### src/rtl/core/asc_pkg.sv
package asc_pkg;

  // Fixed field widths.
  localparam int SAMPLE_W = 16;
  localparam int COEF_W   = 16;
  localparam int PEAK_W   = 16;
  localparam int SUMSQ_W  = 51;
  localparam int COUNT_W  = 21;
  localparam int SQ_W     = 32;
  localparam int CFG_IDX_W = 3;
  localparam int OUT_DATA_W = 176;

  // The shared multiplier consumes the unsigned operand one digit per cycle.
  localparam int DIGIT_W   = 4;
  localparam int MUL_STEPS = COEF_W / DIGIT_W;
  localparam int MUL_CNT_W = $clog2(MUL_STEPS + 1);

  typedef enum logic [CFG_IDX_W-1:0] {
    CFG_HP_ENABLE = 3'd0,
    CFG_HP_COEF   = 3'd1,
    CFG_LP_ENABLE = 3'd2,
    CFG_LP_COEF   = 3'd3,
    CFG_TRIM_GAIN = 3'd4
  } asc_cfg_idx_e;

  typedef enum logic [2:0] {
    ST_IDLE,
    ST_START,
    ST_RUN,
    ST_POST,
    ST_OUT
  } asc_state_e;

  typedef enum logic [2:0] {
    OP_HP1,
    OP_HP2,
    OP_LP1,
    OP_LP2,
    OP_TRIM,
    OP_SQ_IN,
    OP_SQ_OUT
  } asc_op_e;

  typedef struct packed {
    logic              start;
    logic [COEF_W-1:0] coef;
  } asc_mul_req_t;

  typedef struct packed {
    logic busy;
    logic done;
  } asc_mul_stat_t;

  typedef struct packed {
    logic sq_in;
    logic sq_out;
    logic clear;
  } asc_meter_ctrl_t;

endpackage

### src/rtl/core/asc_mul.sv
module asc_mul #(
  parameter int AW = 26
) (
  input  logic                          clk_i,
  input  logic                          rst_ni,
  input  asc_pkg::asc_mul_req_t         req_i,
  input  logic signed [AW-1:0]          a_i,
  output asc_pkg::asc_mul_stat_t        stat_o,
  output logic signed [AW+asc_pkg::COEF_W-1:0] prod_o
);
  import asc_pkg::*;

  localparam int PW = AW + COEF_W;

  logic signed [AW-1:0]        a_q;
  logic [COEF_W-1:0]           b_q;
  logic signed [PW-1:0]        prod_q, prod_d;
  logic signed [AW+DIGIT_W:0]  pp;
  logic [MUL_CNT_W-1:0]        cnt_q;

  // Partial product of the signed operand and the current unsigned digit.
  // The running product sits left-aligned and moves right one digit per step,
  // so after the last step it holds the exact product.
  assign pp     = a_q * $signed({1'b0, b_q[DIGIT_W-1:0]});
  assign prod_d = (prod_q >>> DIGIT_W) + (PW'(pp) <<< (COEF_W - DIGIT_W));

  always_ff @(posedge clk_i or negedge rst_ni) begin
    if (!rst_ni) begin
      cnt_q <= '0;
    end else if (req_i.start) begin
      cnt_q <= MUL_CNT_W'(MUL_STEPS);
    end else if (cnt_q != '0) begin
      cnt_q <= cnt_q - 1'b1;
    end
  end

  always_ff @(posedge clk_i) begin
    if (req_i.start) begin
      a_q    <= a_i;
      b_q    <= req_i.coef;
      prod_q <= '0;
    end else if (cnt_q != '0) begin
      b_q    <= b_q >> DIGIT_W;
      prod_q <= prod_d;
    end
  end

  assign stat_o.busy = (cnt_q != '0);
  assign stat_o.done = (cnt_q == MUL_CNT_W'(1));
  assign prod_o      = prod_q;

endmodule

### src/rtl/core/asc_meter.sv
module asc_meter #(
  parameter int COUNT_CAP = 1048576
) (
  input  logic                          clk_i,
  input  logic                          rst_ni,
  input  asc_pkg::asc_meter_ctrl_t      ctrl_i,
  input  logic [asc_pkg::PEAK_W-1:0]    mag_i,
  input  logic [asc_pkg::SQ_W-1:0]      sq_i,
  output logic [asc_pkg::PEAK_W-1:0]    peak_in_o,
  output logic [asc_pkg::PEAK_W-1:0]    peak_out_o,
  output logic [asc_pkg::SUMSQ_W-1:0]   sumsq_in_o,
  output logic [asc_pkg::SUMSQ_W-1:0]   sumsq_out_o,
  output logic [asc_pkg::COUNT_W-1:0]   count_o
);
  import asc_pkg::*;

  logic [PEAK_W-1:0]  peak_in_q, peak_out_q;
  logic [SUMSQ_W-1:0] sumsq_in_q, sumsq_out_q, acc_sel, acc_new;
  logic [SUMSQ_W:0]   acc_sum;
  logic [COUNT_W-1:0] count_q;

  // One adder serves both sums; the carry out means the cap was passed.
  always_comb begin
    acc_sel = ctrl_i.sq_in ? sumsq_in_q : sumsq_out_q;
    acc_sum = {1'b0, acc_sel} + (SUMSQ_W+1)'(sq_i);
    acc_new = acc_sum[SUMSQ_W] ? {SUMSQ_W{1'b1}} : acc_sum[SUMSQ_W-1:0];
  end

  always_ff @(posedge clk_i or negedge rst_ni) begin
    if (!rst_ni) begin
      peak_in_q   <= '0;
      peak_out_q  <= '0;
      sumsq_in_q  <= '0;
      sumsq_out_q <= '0;
      count_q     <= '0;
    end else if (ctrl_i.clear) begin
      peak_in_q   <= '0;
      peak_out_q  <= '0;
      sumsq_in_q  <= '0;
      sumsq_out_q <= '0;
      count_q     <= '0;
    end else if (ctrl_i.sq_in) begin
      if (mag_i > peak_in_q) begin
        peak_in_q <= mag_i;
      end
      sumsq_in_q <= acc_new;
      if (count_q < COUNT_W'(COUNT_CAP)) begin
        count_q <= count_q + 1'b1;
      end
    end else if (ctrl_i.sq_out) begin
      if (mag_i > peak_out_q) begin
        peak_out_q <= mag_i;
      end
      sumsq_out_q <= acc_new;
    end
  end

  assign peak_in_o   = peak_in_q;
  assign peak_out_o  = peak_out_q;
  assign sumsq_in_o  = sumsq_in_q;
  assign sumsq_out_o = sumsq_out_q;
  assign count_o     = count_q;

endmodule

### src/rtl/core/audio_shaping_chain_core.sv
// Channel   Dir  Beat contents
// s_axis    in   tdata[15:0] sample_in, tlast last_in
// m_axis    out  tdata sample_out, peaks, sums of squares, count; tlast last_out
// cfg       in   cfg_index_i register index, cfg_data_i value
//
// Each sample runs 3 + 2*hp_enable + 2*lp_enable multiplies, 3 to 7:
// every multiply (filter sections, trim, two squares) goes through the one
// digit-serial multiplier, with a setup state, its digit steps and a result state.
// Reset clears filter state and clip accumulators and restores the default configuration.
// A finished beat waits in the output register; the next sample can be taken and
// processed meanwhile, and the block holds before writing its result until the slot frees.
module audio_shaping_chain_core #(
  parameter int MAX_CLIP   = 1048576,
  parameter int STATE_BITS = 24
) (
  input  logic                                 clk_i,
  input  logic                                 rst_ni,
  // sample_in [15:0]
  input  logic [15:0]                          s_axis_tdata,
  input  logic                                 s_axis_tlast,
  input  logic                                 s_axis_tvalid,
  output logic                                 s_axis_tready,
  // sample_out [15:0], peak_before [31:16], peak_after [47:32],
  // sumsq_before [98:48], sumsq_after [149:99], sample_count [170:150], zero [175:171]
  output logic [asc_pkg::OUT_DATA_W-1:0]       m_axis_tdata,
  output logic                                 m_axis_tlast,
  output logic                                 m_axis_tvalid,
  input  logic                                 m_axis_tready,
  input  logic                                 cfg_valid_i,
  output logic                                 cfg_ready_o,
  input  logic [asc_pkg::CFG_IDX_W-1:0]        cfg_index_i,
  input  logic [15:0]                          cfg_data_i
);
  import asc_pkg::*;

  localparam int SB    = STATE_BITS;
  localparam int FRAC  = SB - 4;
  localparam int SHL   = (FRAC >= 15) ? FRAC - 15 : 0;
  localparam int SHR   = (FRAC < 15) ? 15 - FRAC : 0;
  localparam int MW    = SB + 2;
  localparam int PW    = MW + COEF_W;
  localparam int RW    = PW - 16;
  localparam int TW    = PW - (FRAC - 1);
  localparam int COUNT_CAP = (MAX_CLIP < (2 ** COUNT_W) - 1) ? MAX_CLIP : (2 ** COUNT_W) - 1;
  localparam int PAD_W = OUT_DATA_W - (SAMPLE_W + 2 * PEAK_W + 2 * SUMSQ_W + COUNT_W);

  localparam logic signed [PW-1:0] RND16    = PW'(32768);
  localparam logic signed [PW-1:0] RND_TRIM = PW'(1) <<< (FRAC - 2);
  localparam logic signed [SB-1:0] S_MAX    = {1'b0, {(SB-1){1'b1}}};
  localparam logic signed [SB-1:0] S_MIN    = {1'b1, {(SB-1){1'b0}}};

  function automatic logic signed [SB-1:0] to_state(logic signed [SAMPLE_W-1:0] s);
    logic signed [SB-1:0] e;
    e = SB'(s);
    return (e <<< SHL) >>> SHR;
  endfunction

  // Configuration registers.
  logic              hp_en_q, lp_en_q;
  logic [COEF_W-1:0] hp_coef_q, lp_coef_q, trim_q;

  // Control.
  asc_state_e      state_q, state_d;
  asc_op_e         op_q, op_d, first_op;
  asc_mul_req_t    mul_req;
  asc_mul_stat_t   mul_stat;
  asc_meter_ctrl_t meter_ctrl;
  logic            in_acc, out_load;

  // Sample path.
  logic signed [SAMPLE_W-1:0] x_q, y_q;
  logic                       last_q;
  logic signed [SB-1:0]       v_q;
  logic [PEAK_W-1:0]          ax, ay;

  // Filter state.
  logic signed [SAMPLE_W-1:0] hp1_in_q;
  logic signed [SB-1:0]       hp1_out_q, hp2_in_q, hp2_out_q, lp1_q, lp2_q;
  logic                       first_q;

  // Multiplier and result shaping.
  logic                       mul_start;
  logic [COEF_W-1:0]          mul_coef;
  logic signed [MW-1:0]       mul_a;
  logic signed [PW-1:0]       prod, rnd16, rnd_t;
  logic signed [RW-1:0]       q16;
  logic signed [RW:0]         lp_sum;
  logic signed [TW-1:0]       qt;
  logic signed [SB-1:0]       lp_old, hp_sat, lp_sat;
  logic signed [SAMPLE_W-1:0] trim_sat;

  // Meter.
  logic [PEAK_W-1:0]  peak_in, peak_out, meter_mag;
  logic [SUMSQ_W-1:0] sumsq_in, sumsq_out;
  logic [COUNT_W-1:0] count;
  logic [SQ_W-1:0]    meter_sq;

  // Output register.
  logic                  out_valid_q, out_last_q;
  logic [OUT_DATA_W-1:0] out_data_q, out_data_d;

  assign cfg_ready_o = 1'b1;

  always_ff @(posedge clk_i or negedge rst_ni) begin
    if (!rst_ni) begin
      hp_en_q   <= 1'b0;
      hp_coef_q <= '0;
      lp_en_q   <= 1'b0;
      lp_coef_q <= '0;
      trim_q    <= COEF_W'(16384);
    end else if (cfg_valid_i) begin
      case (cfg_index_i)
        CFG_HP_ENABLE: hp_en_q   <= cfg_data_i[0];
        CFG_HP_COEF:   hp_coef_q <= cfg_data_i;
        CFG_LP_ENABLE: lp_en_q   <= cfg_data_i[0];
        CFG_LP_COEF:   lp_coef_q <= cfg_data_i;
        CFG_TRIM_GAIN: trim_q    <= cfg_data_i;
        default: ;
      endcase
    end
  end

  // ---------------------------------------------------------------- sequencer
  assign s_axis_tready = (state_q == ST_IDLE);
  assign in_acc        = s_axis_tvalid && s_axis_tready;
  assign first_op      = hp_en_q ? OP_HP1 : (lp_en_q ? OP_LP1 : OP_TRIM);

  always_ff @(posedge clk_i or negedge rst_ni) begin
    if (!rst_ni) begin
      state_q <= ST_IDLE;
      op_q    <= OP_HP1;
    end else begin
      state_q <= state_d;
      op_q    <= op_d;
    end
  end

  always_comb begin
    state_d          = state_q;
    op_d             = op_q;
    mul_start        = 1'b0;
    meter_ctrl       = '0;
    out_load         = 1'b0;
    case (state_q)
      ST_IDLE: begin
        if (s_axis_tvalid) begin
          state_d = ST_START;
          op_d    = first_op;
        end
      end
      ST_START: begin
        mul_start = 1'b1;
        state_d   = ST_RUN;
      end
      ST_RUN: begin
        if (mul_stat.done) begin
          state_d = ST_POST;
        end
      end
      ST_POST: begin
        state_d = ST_START;
        case (op_q)
          OP_HP1:  op_d = OP_HP2;
          OP_HP2:  op_d = lp_en_q ? OP_LP1 : OP_TRIM;
          OP_LP1:  op_d = OP_LP2;
          OP_LP2:  op_d = OP_TRIM;
          OP_TRIM: op_d = OP_SQ_IN;
          OP_SQ_IN: begin
            op_d             = OP_SQ_OUT;
            meter_ctrl.sq_in = 1'b1;
          end
          OP_SQ_OUT: begin
            state_d           = ST_OUT;
            meter_ctrl.sq_out = 1'b1;
          end
          default: state_d = ST_IDLE;
        endcase
      end
      ST_OUT: begin
        if (!out_valid_q || m_axis_tready) begin
          out_load         = 1'b1;
          meter_ctrl.clear = last_q;
          state_d          = ST_IDLE;
        end
      end
      default: state_d = ST_IDLE;
    endcase
  end

  // ---------------------------------------------------------------- operands
  assign ax = x_q[SAMPLE_W-1] ? PEAK_W'(~x_q + 1'b1) : PEAK_W'(x_q);
  assign ay = y_q[SAMPLE_W-1] ? PEAK_W'(~y_q + 1'b1) : PEAK_W'(y_q);
  assign lp_old = (op_q == OP_LP1) ? lp1_q : lp2_q;

  always_comb begin
    mul_a    = MW'(v_q);
    mul_coef = trim_q;
    case (op_q)
      OP_HP1: begin
        mul_a    = MW'(v_q) + MW'(hp1_out_q) - MW'(to_state(hp1_in_q));
        mul_coef = hp_coef_q;
      end
      OP_HP2: begin
        mul_a    = MW'(v_q) + MW'(hp2_out_q) - MW'(hp2_in_q);
        mul_coef = hp_coef_q;
      end
      OP_LP1, OP_LP2: begin
        mul_a    = MW'(v_q) - MW'(lp_old);
        mul_coef = lp_coef_q;
      end
      OP_TRIM: begin
        mul_a    = MW'(v_q);
        mul_coef = trim_q;
      end
      OP_SQ_IN: begin
        mul_a    = MW'($signed({1'b0, ax}));
        mul_coef = ax;
      end
      OP_SQ_OUT: begin
        mul_a    = MW'($signed({1'b0, ay}));
        mul_coef = ay;
      end
      default: ;
    endcase
  end

  assign mul_req = '{start: mul_start, coef: mul_coef};

  asc_mul #(
    .AW (MW)
  ) u_mul (
    .clk_i  (clk_i),
    .rst_ni (rst_ni),
    .req_i  (mul_req),
    .a_i    (mul_a),
    .stat_o (mul_stat),
    .prod_o (prod)
  );

  // Round half up, then clamp. A clamp is needed whenever the bits above the
  // target sign bit disagree.
  always_comb begin
    rnd16  = prod + RND16;
    q16    = $signed(rnd16[PW-1:16]);
    if ((q16[RW-1:SB-1] == '0) || (q16[RW-1:SB-1] == '1)) begin
      hp_sat = SB'(q16);
    end else begin
      hp_sat = q16[RW-1] ? S_MIN : S_MAX;
    end

    lp_sum = (RW+1)'(q16) + (RW+1)'(lp_old);
    if ((lp_sum[RW:SB-1] == '0) || (lp_sum[RW:SB-1] == '1)) begin
      lp_sat = SB'(lp_sum);
    end else begin
      lp_sat = lp_sum[RW] ? S_MIN : S_MAX;
    end

    rnd_t = prod + RND_TRIM;
    qt    = $signed(rnd_t[PW-1:FRAC-1]);
    if ((qt[TW-1:SAMPLE_W-1] == '0) || (qt[TW-1:SAMPLE_W-1] == '1)) begin
      trim_sat = SAMPLE_W'(qt);
    end else begin
      trim_sat = qt[TW-1] ? {1'b1, {(SAMPLE_W-1){1'b0}}} : {1'b0, {(SAMPLE_W-1){1'b1}}};
    end
  end

  always_ff @(posedge clk_i) begin
    if (in_acc) begin
      x_q    <= $signed(s_axis_tdata);
      last_q <= s_axis_tlast;
      v_q    <= to_state($signed(s_axis_tdata));
    end else if (state_q == ST_POST) begin
      case (op_q)
        OP_HP1, OP_HP2: v_q <= hp_sat;
        OP_LP1, OP_LP2: v_q <= lp_sat;
        OP_TRIM:        y_q <= trim_sat;
        default: ;
      endcase
    end
  end

  // The first sample of a clip also stands in as the previous input of the
  // first highpass section, whether or not the highpass is enabled.
  always_ff @(posedge clk_i or negedge rst_ni) begin
    if (!rst_ni) begin
      hp1_in_q  <= '0;
      hp1_out_q <= '0;
      hp2_in_q  <= '0;
      hp2_out_q <= '0;
      lp1_q     <= '0;
      lp2_q     <= '0;
      first_q   <= 1'b1;
    end else if (out_load && last_q) begin
      hp1_in_q  <= '0;
      hp1_out_q <= '0;
      hp2_in_q  <= '0;
      hp2_out_q <= '0;
      lp1_q     <= '0;
      lp2_q     <= '0;
      first_q   <= 1'b1;
    end else if (in_acc) begin
      if (first_q) begin
        hp1_in_q <= $signed(s_axis_tdata);
      end
      first_q <= 1'b0;
    end else if (state_q == ST_POST) begin
      case (op_q)
        OP_HP1: begin
          hp1_out_q <= hp_sat;
          hp1_in_q  <= x_q;
        end
        OP_HP2: begin
          hp2_in_q  <= v_q;
          hp2_out_q <= hp_sat;
        end
        OP_LP1: lp1_q <= lp_sat;
        OP_LP2: lp2_q <= lp_sat;
        default: ;
      endcase
    end
  end

  // ---------------------------------------------------------------- meter
  assign meter_mag = (op_q == OP_SQ_IN) ? ax : ay;
  assign meter_sq  = prod[SQ_W-1:0];

  asc_meter #(
    .COUNT_CAP (COUNT_CAP)
  ) u_meter (
    .clk_i       (clk_i),
    .rst_ni      (rst_ni),
    .ctrl_i      (meter_ctrl),
    .mag_i       (meter_mag),
    .sq_i        (meter_sq),
    .peak_in_o   (peak_in),
    .peak_out_o  (peak_out),
    .sumsq_in_o  (sumsq_in),
    .sumsq_out_o (sumsq_out),
    .count_o     (count)
  );

  // ---------------------------------------------------------------- output
  always_comb begin
    if (last_q) begin
      out_data_d = {{PAD_W{1'b0}}, count, sumsq_out, sumsq_in, peak_out, peak_in, y_q};
    end else begin
      out_data_d = {{(OUT_DATA_W-SAMPLE_W){1'b0}}, y_q};
    end
  end

  always_ff @(posedge clk_i or negedge rst_ni) begin
    if (!rst_ni) begin
      out_valid_q <= 1'b0;
    end else if (out_load) begin
      out_valid_q <= 1'b1;
    end else if (m_axis_tready) begin
      out_valid_q <= 1'b0;
    end
  end

  always_ff @(posedge clk_i) begin
    if (out_load) begin
      out_data_q <= out_data_d;
      out_last_q <= last_q;
    end
  end

  assign m_axis_tvalid = out_valid_q;
  assign m_axis_tdata  = out_data_q;
  assign m_axis_tlast  = out_last_q;

  // ---------------------------------------------------------------- checks
  a_stats_zero_mid_clip: assert property (@(posedge clk_i) disable iff (!rst_ni)
    (m_axis_tvalid && !m_axis_tlast) |-> (m_axis_tdata[OUT_DATA_W-1:SAMPLE_W] == '0))
    else $error("measurement fields set on a beat that does not end a clip");

  a_mul_not_restarted: assert property (@(posedge clk_i) disable iff (!rst_ni)
    mul_req.start |-> !mul_stat.busy)
    else $error("multiplier started while a product is in progress");

  a_one_sample_in_flight: assert property (@(posedge clk_i) disable iff (!rst_ni)
    in_acc |=> !s_axis_tready)
    else $error("second sample taken while one is in progress");

  a_clip_end_clears: assert property (@(posedge clk_i) disable iff (!rst_ni)
    meter_ctrl.clear |=> ((count == '0) && first_q && (lp2_q == '0)))
    else $error("clip state not cleared after the last sample");

endmodule
### config.mk
export PLATFORM = sky130hd
export DESIGN_NAME = audio_shaping_chain_core
export DESIGN_NICKNAME = d
export VERILOG_FILES = /design/src/rtl/core/asc_pkg.sv /design/src/rtl/core/asc_mul.sv /design/src/rtl/core/asc_meter.sv /design/src/rtl/core/audio_shaping_chain_core.sv
export SDC_FILE = /design/constraint.sdc
export NUM_CORES = 2
export LEC_CHECK = 0
export BUFFER_PORTS_ARGS = -buffer_cell sky130_fd_sc_hd__clkbuf_2
export CAP_MARGIN = 20
export CORE_MARGIN = 3
export CORE_UTILIZATION = 57
export DETAILED_ROUTE_END_ITERATION = 10
export GPL_ROUTABILITY_DRIVEN = 0
export PLACE_DENSITY = 0.87
export SLEW_MARGIN = 20
export SYNTH_ARGS = -nofsm -noshare
export SYNTH_HDL_FRONTEND = slang
export SYNTH_SLANG_ARGS = --single-unit
### constraint.sdc
create_clock -name clk_i -period 6.55 [get_ports clk_i]
set_input_delay 1.965 -clock clk_i [delete_from_list [all_inputs] [get_ports clk_i]]
set_output_delay 1.965 -clock clk_i [all_outputs]
set_load 0.05 [all_outputs]
==> results.yml <==
global_routing:
  grt_usage: 0.309
  grt_pass1_wl_mm: 193
  grt_max_degree: 173
  grt_use_met2: 0.483
  use_met3: 0.0990
  overflow: 0
  top_usage_layer: "met2"
  antenna_found_initial: 6
  grt_pass1_vias: 35557
  grt_util_met1: 0.378
final_layout:
  n_fill_cell: 5673
  stdcell_area_sq_um: 48100
  layout-drive-gt1-share: 0.110
  seqCellArea_sq_um: 17700
  syn2layout_area_growth_pct: 10.6
  fin_nets: 5192
  multi_input_area_sq_um: 23500
place:
  hpwlAfterDp_mm: 90.7
  placed_cell_area_sq_um: 45400
  portBuffers: 214
sta:
  fin_crit_ps: 6240
  setup_viol: 0
  clock_skew_ps: 45.1
  hold_ws_ps: 470
  max_freq_mhz: 160
  tightest_slew_ps: 1250
  slew_violations: 0
  fin_crit_sh: 0.953
  hold_viol_final: 0
  maxSlewHeadroom: 0.168
cts:
  cts_buffers: 71
  hold_buffers: 0
  cts_tree: "done"
  htree_levels: 3
  clk_pin_slew_ps: 60
  cts.path.max_buffers: 3
  cts_num_sinks: 665
  clock_tree.root_cell: "clkbuf_16"
  insertion_delay_ps: 640
synth:
  synth_edf_count: 266
  synth_most_common_cell: "nand2_1"
  synth_top_area_cell: "dfrtp_1"
  synth.cell_area_sq_um: 43500
  synthDistinctLibCells: 103
  ys_seq_area_frac: 0.408
  avgSynthCellArea_sq_um: 9.33
  netlist_instances: 4660
  synth_top_area_share: 0.202
  yosys-top-cells-area: "dfrtp_1 20%, edfxtp_1 18%, ha_1 7.6%"
  yosysWarnings: 0
  async_reset_ff_frac: 0.529
  synth_common_cells: "454 x nand2_1, 400 x a21oi_1, 387 x inv_1"
  synth_top_flop_cell: "dfrtp_1"
  ys_ff_latch: 665
setup_path:
  worstPathMaxFanout: 22
  cp.required_ps: 7100
  setup.worst_path.start_class: "flip-flop"
  worstPathArrival_ps: 6790
  crit_slowest_cell: "fa_1"
  max_stage_delay_ps: 550
  crit_type: "flip-flop to flip-flop"
  end_kind: "flip-flop"
  crit_buf_inv: 4
  cp_top_family: "compound AO/OA/AOI/OAI gates"
detailed_routing:
  drt_drc_violations_left: 0
  drt.antenna.violating_nets: 0
  wl_per_cell_um: 21.5
  first_pass_iters: 11
  vias: 36777
  drt_wl_total_mm: 125
  vias_per_cell: 6.32
  drt-initial-drc-count: 4598
floorplan:
  die_w_um: 282
  start_util: 0.580
  dieArea_sq_um: 79600
  die_h_um: 282
  core_sq_um: 74900
  rows: 100
  boundaryPins: 221
worst_hold_path:
  hold_path.class: "flip-flop to flip-flop"
run_status:
  status: "finished clean"
job:
  drv_cap: 0
==> per-layer routing <==
metal / routed length (um) / part of all wire
met1: 45700 / 0.37
met2: 55500 / 0.44
met5: 229 / 0.0018
met4: 8770 / 0.070
met3: 14900 / 0.12
==> registers in the layout (all words and copies together) (netlist names), 26 cells and up <==
name                 cells
m_axis_tdata           171
u_meter.sumsq_in_o      51
u_meter.sumsq_out_o     51
u_mul.prod_o            42
u_mul.a_q               26
==> cell usage in the layout (no fill, tap or decap), types with 36 or more instances in the layout <==
cell type / n
and2_1: 243
o21a_1: 36
fa_1: 99
inv_1: 386
o21ai_0: 284
a21o_1: 92
dfxtp_1: 47
xor2_1: 121
dfrtp_1: 350
nor3_1: 43
mux2_2: 69
edfxtp_1: 266
clkbuf_16: 73
a21oi_1: 397
nor2_1: 333
mux2i_1: 89
nand2_1: 451
ha_1: 260
buf_4: 54
nand3_1: 140
clkbuf_2: 213
nand4_1: 36
a211oi_1: 77
xnor2_1: 132
==> per-stage QoR <==
stage | TNS (ps) | instances | utilization | setup slack (ps)
floorplan | 0 | 4664 | - | 477
global placement | 0 | 5681 | 0.606 | 238
detailed placement | 0 | 5681 | 0.606 | 136
CTS | 0 | 5810 | 0.640 | 92.1
global route | -9.85 | 5814 | 0.641 | -9.85
finish | 0 | 5816 | 0.641 | 310
==> logic make-up (layout without fill, tap and decap cells) <==
logic type / Yosys count / in the layout / share of synthesized area
AND/OR/NAND/NOR: 1433 / 1433 / 0.158
AO/OA/AOI/OAI: 1172 / 1172 / 0.168
flip-flops: 665 / 665 / 0.408
buffers and inverters: 613 / 793 / 0.0547
adder cells (fa/ha/maj): 363 / 363 / 0.122
XOR/XNOR: 253 / 253 / 0.0510
multiplexers: 159 / 159 / 0.0386
other: 2 / 9 / 0.000173
==> worst paths after layout <==
| check | start | endpoint | slack [ps] | cells past startpoint |
|---|---|---|---|---|
| hold / removal | u_mul.prod_o[3] | u_mul.prod_o[3] | 470 | 2 |
| setup reg to reg | u_mul.b_q[2] | u_mul.prod_o[40] | 310 | 30 |
| min in group asynchronous | rst_ni | u_meter.count_o[7] | 1260 | 1 |
| hold reg to reg | u_mul.prod_o[3] | u_mul.prod_o[3] | 470 | 2 |
| max in group asynchronous | rst_ni | op_q[2] | 4160 | 2 |
| setup / recovery | u_mul.b_q[2] | u_mul.prod_o[40] | 310 | 30 |
==> layout make-up <==
type | count | area share
Antenna cell | 3 | 0.000156
Clock buffer | 90 | 0.0410
Clock inverter | 39 | 0.0118
Inverter | 389 | 0.0304
Multi-Input combinational cell | 3386 | 0.489
Sequential cell | 665 | 0.369
Tap cell | 969 | 0.0252
Timing Repair Buffer | 275 | 0.0335
==> what timing repair did <==
action | in CTS | in global routing
endpoints found under the hold margin | 0 | 0
gates resized for setup | 0 | 20
setup endpoints to repair | 0 | 7
buffers inserted | 0 | 3
==> tightest hold or removal path, stage by stage, from the launching register on <==
cell	delay, ps
dfxtp_1	320
nand2_1	60
a21oi_1	50
Power is left out: the tool's default activity adds up to more than one toggle a clock period on the data nets, which glitch-free logic cannot reach.
